### src/rtl/kmm_pkg.sv
`timescale 1ns / 1ps

package kmm_pkg;

   localparam int WAYS_DEFAULT = 16;
   localparam int WAYS_MAX     = 64;
   localparam int WAY_IDX_W    = $clog2(WAYS_MAX);
   localparam int WAY_W        = 4;
   localparam int VALUE_W      = 32;
   localparam int CFG_W        = 5;
   localparam logic [CFG_W-1:0] WAYS_IN_USE_RESET = CFG_W'(16);

   typedef enum logic [1:0] {
      ST_IDLE,
      ST_CHECK,
      ST_SCAN
   } kmm_state_type;

   typedef struct packed {
      logic                       write;
      logic                       pick;
      logic                       clear;
      logic                       run_end;
      logic signed [VALUE_W-1:0]  value;
   } kmm_cell_ctl_type;

   typedef struct packed {
      logic waiting;
      logic exhausted;
   } kmm_cell_stat_type;

   typedef struct packed {
      logic                       found;
      logic signed [VALUE_W-1:0]  value;
      logic [WAY_IDX_W-1:0]       way;
   } kmm_best_type;

endpackage

### src/rtl/kmm_if.sv
`timescale 1ns / 1ps

interface kmm_req_if;
   logic                                valid;
   logic                                ready;
   logic [kmm_pkg::WAY_W-1:0]           way;
   logic signed [kmm_pkg::VALUE_W-1:0]  value;
   logic                                run_end;

   modport source (output valid, output way, output value, output run_end, input ready);
   modport sink (input valid, input way, input value, input run_end, output ready);
endinterface

interface kmm_rsp_if;
   logic                                valid;
   logic                                ready;
   logic signed [kmm_pkg::VALUE_W-1:0]  merged_value;
   logic [kmm_pkg::WAY_W-1:0]           source_way;
   logic                                done_res;

   modport source (output valid, output merged_value, output source_way, output done_res,
                   input ready);
   modport sink (input valid, input merged_value, input source_way, input done_res,
                 output ready);
endinterface

interface kmm_csr_if;
   logic                        valid;
   logic                        ready;
   logic [kmm_pkg::CFG_W-1:0]   ways_in_use;

   modport source (output valid, output ways_in_use, input ready);
   modport sink (input valid, input ways_in_use, output ready);
endinterface

### src/rtl/kway_min_merge.sv
`timescale 1ns / 1ps

// K-way merge of ascending runs into one ascending stream, one head per way held in a
// row of cells. An item is a refill value or an end-of-run mark for one way; items for
// an inactive way or a way that is not waiting are dropped. An item passes IDLE and CHECK
// when it yields no result or the done result, and also SCAN (ways_in_use clamped to
// 1..WAYS) when it completes the set of heads: the running minimum travels down the cell
// row one cell per cycle and is read at the last active cell. Results sit in an output
// register; a result that finds that register still full holds until it is taken. The
// user must write ways_in_use (reset 16) only while the block is idle (not enforced).
module kway_min_merge #(
   parameter int WAYS = kmm_pkg::WAYS_DEFAULT
) (
   input  logic          clock,
   input  logic          reset,
   kmm_req_if.sink       req_if,
   kmm_rsp_if.source     rsp_if,
   kmm_csr_if.sink       csr_if
);

   localparam int IDX_W = (WAYS > 1) ? $clog2(WAYS) : 1;

   kmm_pkg::kmm_state_type                state_ff, state_in;
   logic [IDX_W-1:0]                      cnt_ff, cnt_in;
   logic [kmm_pkg::CFG_W-1:0]             ways_ff;
   logic                                  rsp_valid_ff;
   logic signed [kmm_pkg::VALUE_W-1:0]    merged_value_ff;
   logic [kmm_pkg::WAY_W-1:0]             source_way_ff;
   logic                                  done_res_ff;

   logic                                  write_en;
   logic                                  load_done;
   logic                                  load_min;
   logic                                  clear;
   logic                                  slot_free;
   logic                                  all_done;
   logic                                  any_waiting;
   logic [IDX_W-1:0]                      tap_idx;
   logic [WAYS-1:0]                       active;
   logic [WAYS-1:0]                       live;
   logic [WAYS-1:0]                       pending;

   kmm_pkg::kmm_cell_ctl_type             cell_ctl [WAYS];
   kmm_pkg::kmm_cell_stat_type            cell_stat [WAYS];
   kmm_pkg::kmm_best_type                 cell_best [WAYS];
   kmm_pkg::kmm_best_type                 chain_head;
   kmm_pkg::kmm_best_type                 best_sel;

   assign chain_head.found = 1'b0;
   assign chain_head.value = '0;
   assign chain_head.way   = '0;

   for (genvar g = 0; g < WAYS; g++) begin : g_cell
      assign active[g] = (ways_ff == '0) ? (g == 0) : (32'(ways_ff) > g);
      assign live[g]    = active[g] && !cell_stat[g].exhausted;
      assign pending[g] = live[g] && cell_stat[g].waiting;

      assign cell_ctl[g].write   = write_en && active[g] && (32'(req_if.way) == g);
      assign cell_ctl[g].pick    = load_min && (best_sel.way == kmm_pkg::WAY_IDX_W'(g));
      assign cell_ctl[g].clear   = clear;
      assign cell_ctl[g].run_end = req_if.run_end;
      assign cell_ctl[g].value   = req_if.value;

      kmm_cell u_cell (
         .clock   (clock),
         .reset   (reset),
         .active  (active[g]),
         .way_idx (kmm_pkg::WAY_IDX_W'(g)),
         .ctl     (cell_ctl[g]),
         .prev    ((g == 0) ? chain_head : cell_best[(g == 0) ? 0 : g - 1]),
         .best    (cell_best[g]),
         .stat    (cell_stat[g])
      );
   end

   assign all_done    = (live == '0);
   assign any_waiting = (pending != '0);
   assign slot_free   = !rsp_valid_ff || rsp_if.ready;
   assign best_sel    = cell_best[tap_idx];

   always_comb begin
      if (ways_ff == '0) begin
         tap_idx = '0;
      end else if (32'(ways_ff) > WAYS) begin
         tap_idx = IDX_W'(WAYS - 1);
      end else begin
         tap_idx = IDX_W'(ways_ff - kmm_pkg::CFG_W'(1));
      end
   end

   always_ff @(posedge clock) begin
      if (reset) begin
         state_ff <= kmm_pkg::ST_IDLE;
         cnt_ff   <= '0;
      end else begin
         state_ff <= state_in;
         cnt_ff   <= cnt_in;
      end
   end

   always_comb begin
      state_in  = state_ff;
      cnt_in    = cnt_ff;
      write_en  = 1'b0;
      load_done = 1'b0;
      load_min  = 1'b0;
      clear     = 1'b0;
      unique case (state_ff)
         kmm_pkg::ST_IDLE: begin
            if (req_if.valid) begin
               write_en = 1'b1;
               state_in = kmm_pkg::ST_CHECK;
            end
         end
         kmm_pkg::ST_CHECK: begin
            priority if (all_done) begin
               if (slot_free) begin
                  load_done = 1'b1;
                  clear     = 1'b1;
                  state_in  = kmm_pkg::ST_IDLE;
               end
            end else if (any_waiting) begin
               state_in = kmm_pkg::ST_IDLE;
            end else begin
               cnt_in   = '0;
               state_in = kmm_pkg::ST_SCAN;
            end
         end
         kmm_pkg::ST_SCAN: begin
            if (cnt_ff == tap_idx) begin
               if (slot_free) begin
                  load_min = 1'b1;
                  state_in = kmm_pkg::ST_IDLE;
               end
            end else begin
               cnt_in = cnt_ff + IDX_W'(1);
            end
         end
         default: begin
            state_in = kmm_pkg::ST_IDLE;
         end
      endcase
   end

   assign req_if.ready = (state_ff == kmm_pkg::ST_IDLE);

   always_ff @(posedge clock) begin
      if (reset) begin
         ways_ff <= kmm_pkg::WAYS_IN_USE_RESET;
      end else if (csr_if.valid) begin
         ways_ff <= csr_if.ways_in_use;
      end
   end

   assign csr_if.ready = 1'b1;

   always_ff @(posedge clock) begin
      if (reset) begin
         rsp_valid_ff <= 1'b0;
      end else if (load_done || load_min) begin
         rsp_valid_ff <= 1'b1;
      end else if (rsp_if.ready) begin
         rsp_valid_ff <= 1'b0;
      end
   end

   always_ff @(posedge clock) begin
      if (load_done) begin
         merged_value_ff <= '0;
         source_way_ff   <= '0;
         done_res_ff     <= 1'b1;
      end else if (load_min) begin
         merged_value_ff <= best_sel.value;
         source_way_ff   <= kmm_pkg::WAY_W'(best_sel.way);
         done_res_ff     <= 1'b0;
      end
   end

   assign rsp_if.valid        = rsp_valid_ff;
   assign rsp_if.merged_value = merged_value_ff;
   assign rsp_if.source_way   = source_way_ff;
   assign rsp_if.done_res     = done_res_ff;

endmodule

### src/rtl/kmm_cell.sv
`timescale 1ns / 1ps

module kmm_cell (
   input  logic                              clock,
   input  logic                              reset,
   input  logic                              active,
   input  logic [kmm_pkg::WAY_IDX_W-1:0]     way_idx,
   input  kmm_pkg::kmm_cell_ctl_type         ctl,
   input  kmm_pkg::kmm_best_type             prev,
   output kmm_pkg::kmm_best_type             best,
   output kmm_pkg::kmm_cell_stat_type        stat
);

   logic                                 waiting_ff;
   logic                                 exhausted_ff;
   logic signed [kmm_pkg::VALUE_W-1:0]   head_ff;
   kmm_pkg::kmm_best_type                best_ff;
   kmm_pkg::kmm_best_type                best_in;
   logic                                 refill;
   logic                                 take;

   assign refill = ctl.write && waiting_ff && !exhausted_ff;
   assign take   = active && !exhausted_ff && (!prev.found || (head_ff < prev.value));

   always_comb begin
      if (take) begin
         best_in.found = 1'b1;
         best_in.value = head_ff;
         best_in.way   = way_idx;
      end else begin
         best_in = prev;
      end
   end

   always_ff @(posedge clock) begin
      if (reset || ctl.clear) begin
         waiting_ff   <= 1'b1;
         exhausted_ff <= 1'b0;
      end else if (refill) begin
         waiting_ff <= 1'b0;
         if (ctl.run_end) begin
            exhausted_ff <= 1'b1;
         end
      end else if (ctl.pick) begin
         waiting_ff <= 1'b1;
      end
   end

   always_ff @(posedge clock) begin
      if (refill && !ctl.run_end) begin
         head_ff <= ctl.value;
      end
   end

   always_ff @(posedge clock) begin
      if (reset) begin
         best_ff.found <= 1'b0;
      end else begin
         best_ff.found <= best_in.found;
      end
      best_ff.value <= best_in.value;
      best_ff.way   <= best_in.way;
   end

   assign best           = best_ff;
   assign stat.waiting   = waiting_ff;
   assign stat.exhausted = exhausted_ff;

endmodule

### src/flat_wrapper.sv
// flat-port wrapper written by rule: the top's interface ports become plain ports
module kway_min_merge_flat 
#(
   parameter int WAYS = kmm_pkg::WAYS_DEFAULT
)
  (clock, reset, req_if_valid, req_if_way, req_if_value, req_if_run_end, req_if_ready, rsp_if_valid, rsp_if_merged_value, rsp_if_source_way, rsp_if_done_res, rsp_if_ready, csr_if_valid, csr_if_ways_in_use, csr_if_ready);
  kmm_req_if req_if_i ();
  kmm_rsp_if rsp_if_i ();
  kmm_csr_if csr_if_i ();
  input  logic clock;
  input  logic reset;
  input wire logic [$bits(req_if_i.valid)-1:0] req_if_valid;
  input wire logic [$bits(req_if_i.way)-1:0] req_if_way;
  input wire logic [$bits(req_if_i.value)-1:0] req_if_value;
  input wire logic [$bits(req_if_i.run_end)-1:0] req_if_run_end;
  output wire logic [$bits(req_if_i.ready)-1:0] req_if_ready;
  output wire logic [$bits(rsp_if_i.valid)-1:0] rsp_if_valid;
  output wire logic [$bits(rsp_if_i.merged_value)-1:0] rsp_if_merged_value;
  output wire logic [$bits(rsp_if_i.source_way)-1:0] rsp_if_source_way;
  output wire logic [$bits(rsp_if_i.done_res)-1:0] rsp_if_done_res;
  input wire logic [$bits(rsp_if_i.ready)-1:0] rsp_if_ready;
  input wire logic [$bits(csr_if_i.valid)-1:0] csr_if_valid;
  input wire logic [$bits(csr_if_i.ways_in_use)-1:0] csr_if_ways_in_use;
  output wire logic [$bits(csr_if_i.ready)-1:0] csr_if_ready;
  assign req_if_i.valid = req_if_valid;
  assign req_if_i.way = req_if_way;
  assign req_if_i.value = req_if_value;
  assign req_if_i.run_end = req_if_run_end;
  assign req_if_ready = req_if_i.ready;
  assign rsp_if_valid = rsp_if_i.valid;
  assign rsp_if_merged_value = rsp_if_i.merged_value;
  assign rsp_if_source_way = rsp_if_i.source_way;
  assign rsp_if_done_res = rsp_if_i.done_res;
  assign rsp_if_i.ready = rsp_if_ready;
  assign csr_if_i.valid = csr_if_valid;
  assign csr_if_i.ways_in_use = csr_if_ways_in_use;
  assign csr_if_ready = csr_if_i.ready;
  kway_min_merge #(.WAYS(WAYS)) u_core (.clock(clock), .reset(reset), .req_if(req_if_i), .rsp_if(rsp_if_i), .csr_if(csr_if_i));
endmodule
### config.mk
export PLATFORM = sky130hd
export DESIGN_NAME = kway_min_merge_flat
export DESIGN_NICKNAME = d
export VERILOG_FILES = /design/src/rtl/kmm_pkg.sv /design/src/rtl/kmm_if.sv /design/src/rtl/kway_min_merge.sv /design/src/rtl/kmm_cell.sv /design/src/flat_wrapper.sv
export SDC_FILE = /design/constraint.sdc
export NUM_CORES = 2
export LEC_CHECK = 0
export BUFFER_PORTS_ARGS = -buffer_cell sky130_fd_sc_hd__buf_2
export CAP_MARGIN = 20
export CORE_AREA = 10 10 405 250
export DETAILED_ROUTE_END_ITERATION = 6
export DIE_AREA = 0 0 415 260
export PLACE_DENSITY = 0.77
export SLEW_MARGIN = 20
export SYNTH_ARGS = -nofsm -noshare
export SYNTH_HDL_FRONTEND = slang
export SYNTH_HIERARCHICAL = 1
export SYNTH_SLANG_ARGS = --single-unit
### constraint.sdc
create_clock -name clock -period 5.37 [get_ports clock]
set_clock_uncertainty 0.1 [all_clocks]
set_input_delay 0.8055 -clock clock [delete_from_list [all_inputs] [get_ports clock]]
set_output_delay 0.8055 -clock clock [all_outputs]
set_load 0.01 [all_outputs]
==> flow_summary.toml <==
[status]
status = "complete, no violations"

[global_route]
grt_start_max_net_pins = 68
grt-ovfl-total = 0
grt_pass1_wl_mm = 227
antenna_found_initial = 1
grtUsageTotal_pct = 27.1
grt_pass1_vias = 36800

[power]
leakage_nw = 27.3
ir_worst_vdd_mv = 0.339
power.total_mw = 24.6
p_per_area_nw_per_um2 = 377

[floorplanning]
die_w_um = 415
initial_core_util_pct = 63.8
rows = 87
ios = 87
core_um2 = 93400
die_area_um2 = 108000
fp.dieH_um = 260

[setup_path]
crit_family = "compound AO/OA/AOI/OAI gates"
worst_setup_path_end_kind = "flip-flop"
cp_slowest_stage_delay_ns = 0.80
worstPathArrival_ns = 5.04
worstSetupPathType = "flip-flop to flip-flop"
reg2reg_depth = 10
critPathBufInv = 2
critPathRequiredTime_ns = 5.86
critPathSlowestCell = "dfxtp_1"
cp_max_fo = 24
worstPathCellList = "inv_1, and3_1, nor2_1, nand2b_1, a211oi_1, o21ai_0, a2111oi_4, o221ai_4, buf_12, mux2_4"
crit_cells = 10
cp-start-kind = "flip-flop"

[clocking]
clk_latency_ns = 0.72
ctsHtreeMaxLevel = 3
cts.sinks = 1216
hold_buffers = 0
clk_path_buf_depth = 3
postCtsSetupRepairBufs = 0
cts_resized = 0
cts_tree = "built"
numCtsBuffers = 109
ctsRootBufferMaster = "clkbuf_16"
clk_pin_slew_worst_paths_ns = 0.07

[detailed_routing]
avgViaCountPerCell = 6.00
dr.pass1.iters = 6
drc = 0
antenna_left = 0
wl_per_cell_um = 24.4
dr.first_iter.drc_count = 4022
vias = 36900
drt_wl_total_mm = 150

[synthesis]
avgSynthCellArea_um2 = 13.1
yosysWarnings = 6
netlist_instances = 4538
synth_area_um2 = 59600

[placement]
port_buffers = 85
hpwl_mm = 111
gp_congestion = 0.955
postPlaceCellArea_um2 = 61400

[sta]
period_minus_slack_ns = 4.55
timing.final.crit_share_pct = 84.7
hold_viol = 0
max-slew-margin-rel_pct = 18.3
tightest_slew_ns = 1.21
rsz0062_at_grt = "no"
fmax_ghz = 0.220
setup-tns-final_ns = 0
final_max_slew_viol_count = 0
setup_viol = 0

[min_path]
holdPathStages = 3
hold_class = "primary input to flip-flop"

[final_layout]
drive_gt1_share_pct = 24.4
mostFrequentLayoutCells = "dfxtp_1 (704), inv_1 (531), edfxtp_1 (512)"
diodes = 0
final_cell_area_um2 = 65300
nNetsFinal = 5346
n_fill_cell = 6406
syn2layout_area_growth_pct = 9.61
final_common_cell = "dfxtp_1"

[flow_run]
maxCapViolations = 0
==> sequential cells by signal (all words and copies together) (netlist names), 2 cells and up <==
| register | count |
|---|---|
| u_core/g_cell.u_cell/waiting_ff | 16 |
| u_core/g_cell.u_cell/exhausted_ff | 16 |
| u_core/ways_ff | 5 |
| u_core/rsp_if.merged_value | 32 |
| u_core/state_ff | 2 |
| u_core/g_cell.u_cell/best | 623 |
| u_core/g_cell.u_cell/head_ff | 512 |
| u_core/rsp_if.source_way | 4 |
| u_core/cnt_ff | 4 |
==> power by group <==
part	internal (mW)	switching, mW
clock	4.69	3.58
combinational	2.53	2.74
sequential	10.4	0.628
==> layer usage <==
metal	vias up	track usage, %	wire, µm
li1	17000	-	-
met1	18000	40.7	69700
met2	1566	40.1	62700
met3	208	5.26	13500
met4	0	6.97	3590
met5	-	0	0
==> worst reg2reg max path, stage by stage, from the launching register on <==
cell and delay, ns:
dfxtp_1 0.80, inv_1 0.22, and3_1 0.29, nor2_1 0.13
nand2b_1 0.25, a211oi_1 0.29, o21ai_0 0.48, a2111oi_4 0.68
o221ai_4 0.51, buf_12 0.35, mux2_4 0.34
==> path summary, 6_finish.rpt <==
check                                                               from                                   endpoint  slack [ns]
worst max register to register            u_core/ways_ff[2]$_SDFFE_PP0P_  u_core/g_cell[10].u_cell/best[18]$_DFF_P_        0.82
worst min register to register  u_core/g_cell[10].u_cell/best[2]$_DFF_P_   u_core/g_cell[11].u_cell/best[2]$_DFF_P_        0.38
worst max-delay path                      u_core/ways_ff[2]$_SDFFE_PP0P_  u_core/g_cell[10].u_cell/best[18]$_DFF_P_        0.82
worst min-delay path                               csr_if_ways_in_use[3]             u_core/ways_ff[3]$_SDFFE_PP0P_        0.26
==> area by class of cell <==
class / count / area, µm² / area share [%]
Tap cell: 1246 / 1560 / 2.39
Clock buffer: 156 / 3230 / 4.95
Multi-Input combinational cell: 2792 / 27400 / 42.0
Clock inverter: 50 / 552 / 0.845
Sequential cell: 1216 / 29500 / 45.1
Inverter: 531 / 1990 / 3.05
Timing Repair Buffer: 147 / 1030 / 1.58
==> stage by stage <==
step	setup WS [ns]	hold slack, ns	cells	utilization (%)
2_1_floorplan	0.908	0.344	4707	-
3_3_place_gp	1.03	0.335	5930	65.8
3_5_place_dp	0.955	0.360	5930	65.8
4_1_cts	0.923	0.226	6136	69.8
5_1_grt	0.665	0.261	6138	69.9
6_report	0.821	0.264	6138	69.9
(Power assumes the default switching activity.)
